### config.mk
export PLATFORM = sky130hd
export DESIGN_NAME = midi_note_to_voice_register_writes_top_flat
export DESIGN_NICKNAME = d
export VERILOG_FILES = /design/src/mnvrw_pkg.sv /design/src/mnvrw_if.sv /design/src/mnvrw_front.sv /design/src/mnvrw_cmd_fifo.sv /design/src/mnvrw_back.sv /design/src/midi_note_to_voice_register_writes_top.sv /design/src/flat_wrapper.sv
export SDC_FILE = /design/constraint.sdc
export NUM_CORES = 1
export LEC_CHECK = 0
export BUFFER_PORTS_ARGS = -buffer_cell sky130_fd_sc_hd__buf_2
export CAP_MARGIN = 20
export CORE_MARGIN = 8
export CORE_UTILIZATION = 40
export DETAILED_ROUTE_END_ITERATION = 7
export PLACE_DENSITY_LB_ADDON = 0.15
export REMOVE_ABC_BUFFERS = 1
export SETUP_SLACK_MARGIN = 0.15
export SKIP_CTS_REPAIR_TIMING = 1
export SKIP_LAST_GASP = 1
export SLEW_MARGIN = 20
export SYNTH_ARGS = -nofsm -noshare
export SYNTH_HDL_FRONTEND = slang
export SYNTH_SLANG_ARGS = --single-unit
### constraint.sdc
create_clock -name clk_i -period 3.2 [get_ports clk_i]
set_clock_uncertainty 0.15 [all_clocks]
set_input_delay 0.16 -clock clk_i [delete_from_list [all_inputs] [get_ports clk_i]]
set_output_delay 0.16 -clock clk_i [all_outputs]
set_load 0.03 [all_outputs]
### src/mnvrw_pkg.sv
// ---------------------------------------------------------------------------
// MIDI note to voice register writes: shared package
// Widths, register offsets, register values, the semitone table and the
// command type that passes from the byte decoder to the voice engine.
// ---------------------------------------------------------------------------
package mnvrw_pkg;

  localparam int MIDI_W  = 8;
  localparam int ADDR_W  = 5;
  localparam int VALUE_W = 8;
  localparam int FREQ_W  = 16;

  localparam int MAX_VOICES       = 3;
  localparam int DEF_VOICES       = 3;
  localparam int DEF_CHIP_CLOCK   = 985248;
  localparam int NUM_NOTES        = 128;
  localparam int NOTE_IDX_W       = 7;
  localparam int VOICE_STRIDE     = 7;
  localparam int FIFO_DEPTH       = 2;

  localparam logic [3:0] STATUS_NOTE_ON  = 4'h9;
  localparam logic [3:0] STATUS_NOTE_OFF = 4'h8;
  localparam logic [7:0] NO_STATUS       = 8'h00;
  localparam logic [7:0] FREE_NOTE       = 8'hff;

  localparam logic [ADDR_W-1:0] OFF_FREQ_LO = 5'd0;
  localparam logic [ADDR_W-1:0] OFF_FREQ_HI = 5'd1;
  localparam logic [ADDR_W-1:0] OFF_CTRL    = 5'd4;
  localparam logic [ADDR_W-1:0] OFF_AD      = 5'd5;
  localparam logic [ADDR_W-1:0] OFF_SR      = 5'd6;

  localparam logic [VALUE_W-1:0] VAL_AD       = 8'h09;
  localparam logic [VALUE_W-1:0] VAL_SR       = 8'hf3;
  localparam logic [VALUE_W-1:0] VAL_GATE_ON  = 8'h21;
  localparam logic [VALUE_W-1:0] VAL_GATE_OFF = 8'h20;

  localparam logic [31:0] SEMITONE_Q24 [12] = '{
    32'd16777216, 32'd17774841, 32'd18831788, 32'd19951585,
    32'd21137968, 32'd22394897, 32'd23726566, 32'd25137421,
    32'd26632170, 32'd28215802, 32'd29893600, 32'd31671166
  };

  typedef struct packed {
    logic              note_on;
    logic [MIDI_W-1:0] note;
  } cmd_t;

  typedef struct packed {
    logic empty;
    logic full;
  } fifo_st_t;

endpackage

### src/mnvrw_if.sv
// ---------------------------------------------------------------------------
// MIDI note to voice register writes: channel interfaces
// Valid/ready channels for incoming MIDI bytes and outgoing register writes.
// ---------------------------------------------------------------------------
interface mnvrw_midi_if;
  import mnvrw_pkg::*;

  logic              valid;
  logic              ready;
  logic [MIDI_W-1:0] midi_byte;

  modport source (output valid, output midi_byte, input ready);
  modport sink (input valid, input midi_byte, output ready);
endinterface

interface mnvrw_wr_if;
  import mnvrw_pkg::*;

  logic               valid;
  logic               ready;
  logic [ADDR_W-1:0]  reg_addr;
  logic [VALUE_W-1:0] reg_value;
  logic               last;

  modport source (output valid, output reg_addr, output reg_value, output last, input ready);
  modport sink (input valid, input reg_addr, input reg_value, input last, output ready);
endinterface

### src/mnvrw_front.sv
// ---------------------------------------------------------------------------
// MIDI note to voice register writes: byte decoder
// Tracks running status, pairs data bytes and turns note messages into
// note-on and note-off commands for the command queue.
// ---------------------------------------------------------------------------
module mnvrw_front (
  input  logic            clk_i,
  input  logic            rst_ni,
  mnvrw_midi_if.sink      midi_i,
  input  logic            full_i,
  output logic            push_o,
  output mnvrw_pkg::cmd_t cmd_o
);
  import mnvrw_pkg::*;

  logic [MIDI_W-1:0] status_q;
  logic              count_q;
  logic [MIDI_W-1:0] first_q;
  logic              take;
  logic              pair_done;

  assign midi_i.ready = !full_i;
  assign take         = midi_i.valid && !full_i;
  assign pair_done    = take && !midi_i.midi_byte[7] && (status_q != NO_STATUS) && count_q;

  always_comb begin
    push_o        = 1'b0;
    cmd_o.note    = first_q;
    cmd_o.note_on = (status_q[7:4] == STATUS_NOTE_ON) && (midi_i.midi_byte != '0);
    if (pair_done && ((status_q[7:4] == STATUS_NOTE_ON) ||
                      (status_q[7:4] == STATUS_NOTE_OFF))) begin
      push_o = 1'b1;
    end
  end

  always_ff @(posedge clk_i or negedge rst_ni) begin
    if (!rst_ni) begin
      status_q <= NO_STATUS;
      count_q  <= 1'b0;
      first_q  <= '0;
    end else if (take) begin
      if (midi_i.midi_byte[7]) begin
        status_q <= midi_i.midi_byte;
        count_q  <= 1'b0;
      end else if (status_q != NO_STATUS) begin
        if (!count_q) begin
          first_q <= midi_i.midi_byte;
          count_q <= 1'b1;
        end else begin
          count_q <= 1'b0;
        end
      end
    end
  end

endmodule

### src/mnvrw_cmd_fifo.sv
// ---------------------------------------------------------------------------
// MIDI note to voice register writes: command queue
// Short first-in first-out queue between the byte decoder and voice engine.
// ---------------------------------------------------------------------------
module mnvrw_cmd_fifo (
  input  logic                clk_i,
  input  logic                rst_ni,
  input  logic                push_i,
  input  mnvrw_pkg::cmd_t     cmd_i,
  input  logic                pop_i,
  output mnvrw_pkg::cmd_t     cmd_o,
  output mnvrw_pkg::fifo_st_t st_o
);
  import mnvrw_pkg::*;

  localparam int PtrW = (FIFO_DEPTH > 1) ? $clog2(FIFO_DEPTH) : 1;
  localparam int CntW = $clog2(FIFO_DEPTH + 1);

  cmd_t            mem_q [FIFO_DEPTH];
  logic [PtrW-1:0] wr_ptr_q;
  logic [PtrW-1:0] rd_ptr_q;
  logic [CntW-1:0] count_q;
  logic            do_push;
  logic            do_pop;

  assign st_o.empty = (count_q == '0);
  assign st_o.full  = (count_q == CntW'(FIFO_DEPTH));
  assign do_push    = push_i && !st_o.full;
  assign do_pop     = pop_i && !st_o.empty;
  assign cmd_o      = mem_q[rd_ptr_q];

  always_ff @(posedge clk_i) begin
    if (do_push) begin
      mem_q[wr_ptr_q] <= cmd_i;
    end
  end

  always_ff @(posedge clk_i or negedge rst_ni) begin
    if (!rst_ni) begin
      wr_ptr_q <= '0;
      rd_ptr_q <= '0;
      count_q  <= '0;
    end else begin
      if (do_push) begin
        wr_ptr_q <= (wr_ptr_q == PtrW'(FIFO_DEPTH - 1)) ? '0 : wr_ptr_q + 1'b1;
      end
      if (do_pop) begin
        rd_ptr_q <= (rd_ptr_q == PtrW'(FIFO_DEPTH - 1)) ? '0 : rd_ptr_q + 1'b1;
      end
      if (do_push && !do_pop) begin
        count_q <= count_q + 1'b1;
      end else if (do_pop && !do_push) begin
        count_q <= count_q - 1'b1;
      end
    end
  end

endmodule

### src/mnvrw_back.sv
// ---------------------------------------------------------------------------
// MIDI note to voice register writes: voice engine
// Allocates voices round robin, looks up note frequencies and issues the
// register write sequence for each command, one write per unstalled cycle.
// ---------------------------------------------------------------------------
module mnvrw_back #(
  parameter int unsigned VOICES        = mnvrw_pkg::DEF_VOICES,
  parameter int unsigned CHIP_CLOCK_HZ = mnvrw_pkg::DEF_CHIP_CLOCK
) (
  input  logic                clk_i,
  input  logic                rst_ni,
  input  mnvrw_pkg::cmd_t     cmd_i,
  input  mnvrw_pkg::fifo_st_t fifo_st_i,
  output logic                pop_o,
  output logic                busy_o,
  mnvrw_wr_if.source          wr_o
);
  import mnvrw_pkg::*;

  localparam int VW = (VOICES > 1) ? $clog2(VOICES) : 1;

  typedef enum logic [2:0] {
    STEP_FREQ_LO,
    STEP_FREQ_HI,
    STEP_AD,
    STEP_SR,
    STEP_CTRL
  } step_e;

  logic [FREQ_W-1:0]  freq_rom [NUM_NOTES];

  for (genvar gn = 0; gn < NUM_NOTES; gn++) begin : g_rom
    localparam int Shift = gn + 3;
    localparam int Oct   = Shift / 12 - 6;
    localparam int Semi  = Shift % 12;
    localparam longint unsigned Num =
      (64'(440) * 64'(SEMITONE_Q24[Semi])) << ((Oct > 0) ? Oct : 0);
    localparam longint unsigned Den = 64'(CHIP_CLOCK_HZ) << ((Oct < 0) ? -Oct : 0);
    localparam longint unsigned Quo = (Den == 0) ? 64'(65535) : (Num * 2 + Den) / (Den * 2);
    assign freq_rom[gn] = (Quo > 64'(65535)) ? 16'hffff : 16'(Quo);
  end

  logic               busy_q;
  logic               on_q;
  step_e              step_q;
  logic [VW-1:0]      voice_q;
  logic [VW-1:0]      next_q;
  logic [FREQ_W-1:0]  freq_q;
  logic [VOICES-1:0]  match_q;
  logic [MIDI_W-1:0]  held_q [VOICES];
  logic               out_valid_q;
  logic [ADDR_W-1:0]  out_addr_q;
  logic [VALUE_W-1:0] out_value_q;
  logic               out_last_q;

  logic               slot_free;
  logic               issue;
  logic               load;
  logic [VW-1:0]      sel;
  logic [VOICES-1:0]  remain;
  logic [VOICES-1:0]  hit;
  logic [ADDR_W-1:0]  em_off;
  logic [VW-1:0]      em_voice;
  logic [ADDR_W-1:0]  em_addr;
  logic [VALUE_W-1:0] em_value;
  logic               em_last;

  assign slot_free = !out_valid_q || wr_o.ready;
  assign issue     = busy_q && slot_free;
  assign load      = (!busy_q || (issue && em_last)) && !fifo_st_i.empty;
  assign pop_o     = load;
  assign busy_o    = busy_q;

  always_comb begin
    sel    = '0;
    remain = match_q;
    for (int v = VOICES - 1; v >= 0; v--) begin
      if (match_q[v]) begin
        sel = VW'(v);
      end
    end
    remain[sel] = 1'b0;
    for (int v = 0; v < VOICES; v++) begin
      hit[v] = (held_q[v] == cmd_i.note);
    end
  end

  always_comb begin
    em_off   = OFF_CTRL;
    em_value = VAL_GATE_OFF;
    em_voice = sel;
    em_last  = (remain == '0);
    if (on_q) begin
      em_voice = voice_q;
      em_last  = (step_q == STEP_CTRL);
      case (step_q)
        STEP_FREQ_LO: begin
          em_off   = OFF_FREQ_LO;
          em_value = freq_q[7:0];
        end
        STEP_FREQ_HI: begin
          em_off   = OFF_FREQ_HI;
          em_value = freq_q[15:8];
        end
        STEP_AD: begin
          em_off   = OFF_AD;
          em_value = VAL_AD;
        end
        STEP_SR: begin
          em_off   = OFF_SR;
          em_value = VAL_SR;
        end
        default: begin
          em_off   = OFF_CTRL;
          em_value = VAL_GATE_ON;
        end
      endcase
    end
    em_addr = ADDR_W'(ADDR_W'(em_voice) * ADDR_W'(VOICE_STRIDE)) + em_off;
  end

  always_ff @(posedge clk_i or negedge rst_ni) begin
    if (!rst_ni) begin
      busy_q      <= 1'b0;
      on_q        <= 1'b0;
      step_q      <= STEP_FREQ_LO;
      voice_q     <= '0;
      next_q      <= '0;
      freq_q      <= '0;
      match_q     <= '0;
      out_valid_q <= 1'b0;
      out_addr_q  <= '0;
      out_value_q <= '0;
      out_last_q  <= 1'b0;
      for (int v = 0; v < VOICES; v++) begin
        held_q[v] <= FREE_NOTE;
      end
    end else begin
      if (slot_free) begin
        out_valid_q <= issue;
        if (issue) begin
          out_addr_q  <= em_addr;
          out_value_q <= em_value;
          out_last_q  <= em_last;
        end
      end
      if (issue) begin
        if (on_q) begin
          step_q <= step_e'(step_q + 3'd1);
        end else begin
          match_q <= remain;
        end
        if (em_last) begin
          busy_q <= 1'b0;
        end
      end
      if (load) begin
        on_q   <= cmd_i.note_on;
        step_q <= STEP_FREQ_LO;
        if (cmd_i.note_on) begin
          busy_q         <= 1'b1;
          voice_q        <= next_q;
          held_q[next_q] <= cmd_i.note;
          next_q         <= (next_q == VW'(VOICES - 1)) ? '0 : next_q + 1'b1;
          freq_q         <= freq_rom[cmd_i.note[NOTE_IDX_W-1:0]];
        end else begin
          busy_q  <= |hit;
          match_q <= hit;
          for (int v = 0; v < VOICES; v++) begin
            if (hit[v]) begin
              held_q[v] <= FREE_NOTE;
            end
          end
        end
      end
    end
  end

  assign wr_o.valid     = out_valid_q;
  assign wr_o.reg_addr  = out_addr_q;
  assign wr_o.reg_value = out_value_q;
  assign wr_o.last      = out_last_q;

endmodule

### src/midi_note_to_voice_register_writes_top.sv
// ---------------------------------------------------------------------------
// MIDI note to voice register writes: top level
// Turns a raw MIDI byte stream into sound chip voice register writes.
// ---------------------------------------------------------------------------
// MIDI bytes enter on midi_i, one byte per accepted word, and register writes
// leave on wr_o, each word carrying an address, a value and a last flag that
// marks the final write caused by one byte. A decoder tracks running status
// and pairs data bytes; completed note messages go into a two-entry command
// queue; the voice engine drains it and issues one write per cycle unless
// wr_o stalls. A note-on produces five writes; a note-off produces one
// write per voice holding the note, or none. The writes of successive
// queued commands follow each other with no gap; a note-off that frees no
// voice leaves an idle gap. Bytes are accepted every cycle while the
// command queue has room, so a sustained stream of note-ons is paced by
// the five writes of each note. When the receiver stalls, the output
// register holds its write, the engine waits, the queue fills and then
// midi_i.ready drops. Reset clears running status, frees every voice and
// restarts allocation at voice zero; the frequency table is built at
// elaboration.
// ---------------------------------------------------------------------------
module midi_note_to_voice_register_writes_top #(
  parameter int unsigned VOICES        = mnvrw_pkg::DEF_VOICES,
  parameter int unsigned CHIP_CLOCK_HZ = mnvrw_pkg::DEF_CHIP_CLOCK
) (
  input  logic       clk_i,
  input  logic       rst_ni,
  mnvrw_midi_if.sink midi_i,
  mnvrw_wr_if.source wr_o
);
  import mnvrw_pkg::*;

  logic     push;
  logic     pop;
  logic     busy;
  cmd_t     cmd_in;
  cmd_t     cmd_out;
  fifo_st_t fifo_st;

  mnvrw_front u_front (
    .clk_i  (clk_i),
    .rst_ni (rst_ni),
    .midi_i (midi_i),
    .full_i (fifo_st.full),
    .push_o (push),
    .cmd_o  (cmd_in)
  );

  mnvrw_cmd_fifo u_fifo (
    .clk_i  (clk_i),
    .rst_ni (rst_ni),
    .push_i (push),
    .cmd_i  (cmd_in),
    .pop_i  (pop),
    .cmd_o  (cmd_out),
    .st_o   (fifo_st)
  );

  mnvrw_back #(
    .VOICES        (VOICES),
    .CHIP_CLOCK_HZ (CHIP_CLOCK_HZ)
  ) u_back (
    .clk_i     (clk_i),
    .rst_ni    (rst_ni),
    .cmd_i     (cmd_out),
    .fifo_st_i (fifo_st),
    .pop_o     (pop),
    .busy_o    (busy),
    .wr_o      (wr_o)
  );

  a_push_has_room: assert property (@(posedge clk_i) disable iff (!rst_ni)
    push |-> !fifo_st.full)
    else $error("Command pushed into a full queue.");

  a_partial_keeps_busy: assert property (@(posedge clk_i) disable iff (!rst_ni)
    (wr_o.valid && !wr_o.last) |-> busy)
    else $error("Voice engine idle while a write sequence is unfinished.");

  a_pop_not_empty: assert property (@(posedge clk_i) disable iff (!rst_ni)
    pop |-> !fifo_st.empty)
    else $error("Command popped from an empty queue.");

endmodule

### src/flat_wrapper.sv
// flat-port wrapper written by rule: the top's interface ports become plain ports
module midi_note_to_voice_register_writes_top_flat import mnvrw_pkg::*;
#(
  parameter int unsigned VOICES        = mnvrw_pkg::DEF_VOICES,
  parameter int unsigned CHIP_CLOCK_HZ = mnvrw_pkg::DEF_CHIP_CLOCK
)
  (clk_i, rst_ni, midi_i_valid, midi_i_midi_byte, midi_i_ready, wr_o_valid, wr_o_reg_addr, wr_o_reg_value, wr_o_last, wr_o_ready);
  mnvrw_midi_if midi_i_i ();
  mnvrw_wr_if wr_o_i ();
  input  logic clk_i;
  input  logic rst_ni;
  input wire logic [$bits(midi_i_i.valid)-1:0] midi_i_valid;
  input wire logic [$bits(midi_i_i.midi_byte)-1:0] midi_i_midi_byte;
  output wire logic [$bits(midi_i_i.ready)-1:0] midi_i_ready;
  output wire logic [$bits(wr_o_i.valid)-1:0] wr_o_valid;
  output wire logic [$bits(wr_o_i.reg_addr)-1:0] wr_o_reg_addr;
  output wire logic [$bits(wr_o_i.reg_value)-1:0] wr_o_reg_value;
  output wire logic [$bits(wr_o_i.last)-1:0] wr_o_last;
  input wire logic [$bits(wr_o_i.ready)-1:0] wr_o_ready;
  assign midi_i_i.valid = midi_i_valid;
  assign midi_i_i.midi_byte = midi_i_midi_byte;
  assign midi_i_ready = midi_i_i.ready;
  assign wr_o_valid = wr_o_i.valid;
  assign wr_o_reg_addr = wr_o_i.reg_addr;
  assign wr_o_reg_value = wr_o_i.reg_value;
  assign wr_o_last = wr_o_i.last;
  assign wr_o_i.ready = wr_o_ready;
  midi_note_to_voice_register_writes_top #(.VOICES(VOICES), .CHIP_CLOCK_HZ(CHIP_CLOCK_HZ)) u_core (.clk_i(clk_i), .rst_ni(rst_ni), .midi_i(midi_i_i), .wr_o(wr_o_i));
endmodule
==> results.toml <==
[logic_synthesis]
async_reset_ff_share_pct = 84.5
synth_top_area_share_pct = 22.0
synth_area_leaders = "dfrtp_1 (22%), dfstp_2 (8.8%), edfxtp_1 (6.7%)"
yosysWarnings = 0
synth_edf_count = 16
synth_area_leader_cell = "dfrtp_1"
synth_cells = 766
ys_ff_latch = 103
ys_seq_area_share_pct = 37.4
mappedNetlistArea_sq_um = 7180
avgSynthCellArea_sq_um = 9.37
synth_cell_types = 79
synthFlopType = "dfrtp_1"

[global_routing]
grt_overflow = 0
grt_use_total_pct = 20.9
antenna_found_initial = 0
grt_max_degree = 75
grt_pass1_wl_mm = 36.5
grt_pass1_vias = 6384

[clock_tree]
cts_tree = "yes"
ctsHtreeMaxLevel = 3
cts-root-buf = "clkbuf_16"
clock_path_buffers = 2
path_clk_slew_ns = 0.07
cts-buffers-inserted = 9
worstSkewPairLatency_ns = 0.35
cts_sinks = 103

[place]
gp_congestion = 1.01
io_buffers = 27
dpl.hpwl_mm = 16.9

[run]
max_cap_violations = 0

[power_and_ir_drop]
power_density_nw_per_um2 = 975
power.total_w = 0.00797
leakage_nw = 3.29
ir_worst_vdd_v = 0.000448

[layout]
final_nets = 832
regArea_sq_um = 2690
multi_input_area_sq_um = 4220
final_layout_size_suffix_gt1_share_pct = 21.5
final_core_util_pct = 46.0
area_growth_pct = 13.8
num_antenna_cells = 0
fillCellCount = 1706

[critical_path]
worstPathArrival_ns = 3.12
critPathMaxFanout = 9
crit_type = "reg -> reg"
required_ns = 3.33
r2r_setup_slack_ns = 0.21
critPathBufInv = 1
crit_path_top_delay_cell = "edfxtp_1"
endpoint_kind = "flop"
startpoint_type = "flop"
r2r_start = "u_core.u_fifo.mem_q[0][1]"
r2r_cells = 8
crit_chain = "mux2i_4, inv_1, ha_1, mux2_2, a221oi_1, o21ai_0, a31oi_1, o22a_1"
critPathTopFamily = "compound AO/OA/AOI/OAI gates"
critPathMaxStageDelay_ns = 0.54
r2r-end = "u_core.u_back.freq_q[1]"

[status]
status = "completed"

[route]
via_per_inst = 6.31
antenna_left = 0
wl_mm = 23.1
drtIter0Drc = 704
via_count = 6514
firstDrtPassIters = 5
drcViolationCount = 0
post_drt_wl_per_cell_microns = 22.4

[timing]
rsz0062_at_grt = "yes"
slew_violations = 0
max-slew-margin-rel_pct = 34.8
whs_ns = 0.00626
finalCritPeriodShare_pct = 93.4
setup_viol = 0
max_clock_freq_mhz = 334
period_minus_slack_ns = 2.99
finalHoldViolCount = 0
tightestPinTransition_ns = 0.978

[die]
ios = 28
start_util_pct = 40.4
dieHeight_microns = 150
rows = 49
core_sq_um = 17800
dieWidth_microns = 150
die_area_sq_um = 22500

[min_path]
hold_depth = 3
holdCritPathClass = "in -> reg"
holdPathEnd = "u_core.u_front.count_q"
min_from = "midi_i_valid"
[cells in the final DEF, fill, tap and decap left out, types with 13 or more instances in the layout]
cell type and n:
a211oi_1 16, a21oi_1 45, a22o_1 14, buf_2 26, buf_4 44, dfrtp_1 62
dfstp_2 24, edfxtp_1 16, ha_1 18, mux2_2 29, nand2_1 71, nand3_1 13
nor2_1 57, o21ai_0 41, o22a_1 17, o22ai_1 22, xnor2_1 27
[stage by stage]
step	TNS, ns	instance area [sq um]	instances	setup WS, ns
after global placement	-0.0700	7710	1006	-0.0700
after floorplan	-59.74	6910	705	-1.59
after CTS	-0.0598	8030	1022	-0.0598
after global routing	0	8170	1032	0.132
final	0	8170	1032	0.210
after detailed placement	-0.0476	7710	1006	-0.0476
[cells by family (layout without fill, tap and decap cells)]
family / after synthesis / in the layout / synth area share [%]
DFF: 103 / 103 / 37.4
and+or+nand+nor: 202 / 202 / 13.3
buffers and inverters: 76 / 113 / 4.60
adders and majority gates: 23 / 23 / 4.29
muxes: 50 / 50 / 8.38
xor gates and xnor gates: 29 / 29 / 3.54
AOI/OAI and AO/OA: 283 / 283 / 28.5
[routing by layer]
| metal | GRT usage, % | wire length, microns | up-vias |
|---|---|---|---|
| li1 | - | - | 2986 |
| met1 | 26.9 | 9540 | 3132 |
| met2 | 32.9 | 10500 | 325 |
| met3 | 4.29 | 2000 | 69 |
| met4 | 9.95 | 1020 | 2 |
| met5 | 1.36 | 40 | - |
[flip-flops by register name, indices dropped and copies added (netlist names), 3 cells and up]
name and cells:
u_core.u_fifo.mem_q 16, u_core.u_front.status_q 8, u_core.u_back.wr_o.reg_addr 5, u_core.u_back.match_q 3
u_core.u_back.wr_o.reg_value 8, u_core.u_back.freq_q 16, u_core.u_back.step_q 3, u_core.u_front.first_q 7
u_core.u_back.held_q 24
[Yosys cell counts (19+ instances only)]
| master | count |
|---|---|
| dfstp_2 | 24 |
| a21oi_1 | 45 |
| dfrtp_1 | 63 |
| xnor2_1 | 27 |
| nand2_1 | 71 |
| nor2_1 | 57 |
| ha_1 | 19 |
| clkbuf_1 | 34 |
| o22ai_1 | 22 |
| o21ai_0 | 41 |
| mux2_2 | 29 |
[power breakdown]
group | switching, W | total (W) | internal, W
Sequential | 0.000360 | 0.00225 | 0.00189
Combinational | 0.00268 | 0.00452 | 0.00184
Clock | 0.000488 | 0.00120 | 0.000710
Total | 0.00353 | 0.00797 | 0.00444
[worst max path at each step]
stage                               from                       to  slack [ns]  depth (start not counted)
2_1_floorplan     u_core.u_fifo.rd_ptr_q  u_core.u_back.freq_q[1]       -1.59                          6
3_3_place_gp      u_core.u_fifo.rd_ptr_q  u_core.u_back.freq_q[0]       -0.07                          9
3_5_place_dp      u_core.u_fifo.rd_ptr_q  u_core.u_back.freq_q[0]       -0.05                          9
4_1_cts           u_core.u_fifo.rd_ptr_q  u_core.u_back.freq_q[0]       -0.06                          9
5_1_grt           u_core.u_fifo.rd_ptr_q  u_core.u_back.freq_q[1]        0.13                          9
6_report       u_core.u_fifo.mem_q[0][1]  u_core.u_back.freq_q[1]        0.21                          8
[worst reg2reg max path, delay by kind of cell (launching register included)]
kind / cells / cell delay [ns]
AOI/OAI and AO/OA: 4 / 1.30
buffers and inverters: 1 / 0.08
adders and majority gates: 1 / 0.29
DFF: 1 / 0.54
muxes: 2 / 0.55
[area by class of cell]
| class | count | area share (%) |
|---|---|---|
| Inverter | 15 | 0.689 |
| Clock buffer | 11 | 2.97 |
| Clock inverter | 5 | 0.980 |
| Tap cell | 229 | 3.51 |
| Sequential cell | 103 | 32.9 |
| Multi-Input combinational cell | 587 | 51.6 |
| Timing Repair Buffer | 82 | 7.35 |
Note: power is estimated with default switching activity, not from simulation.
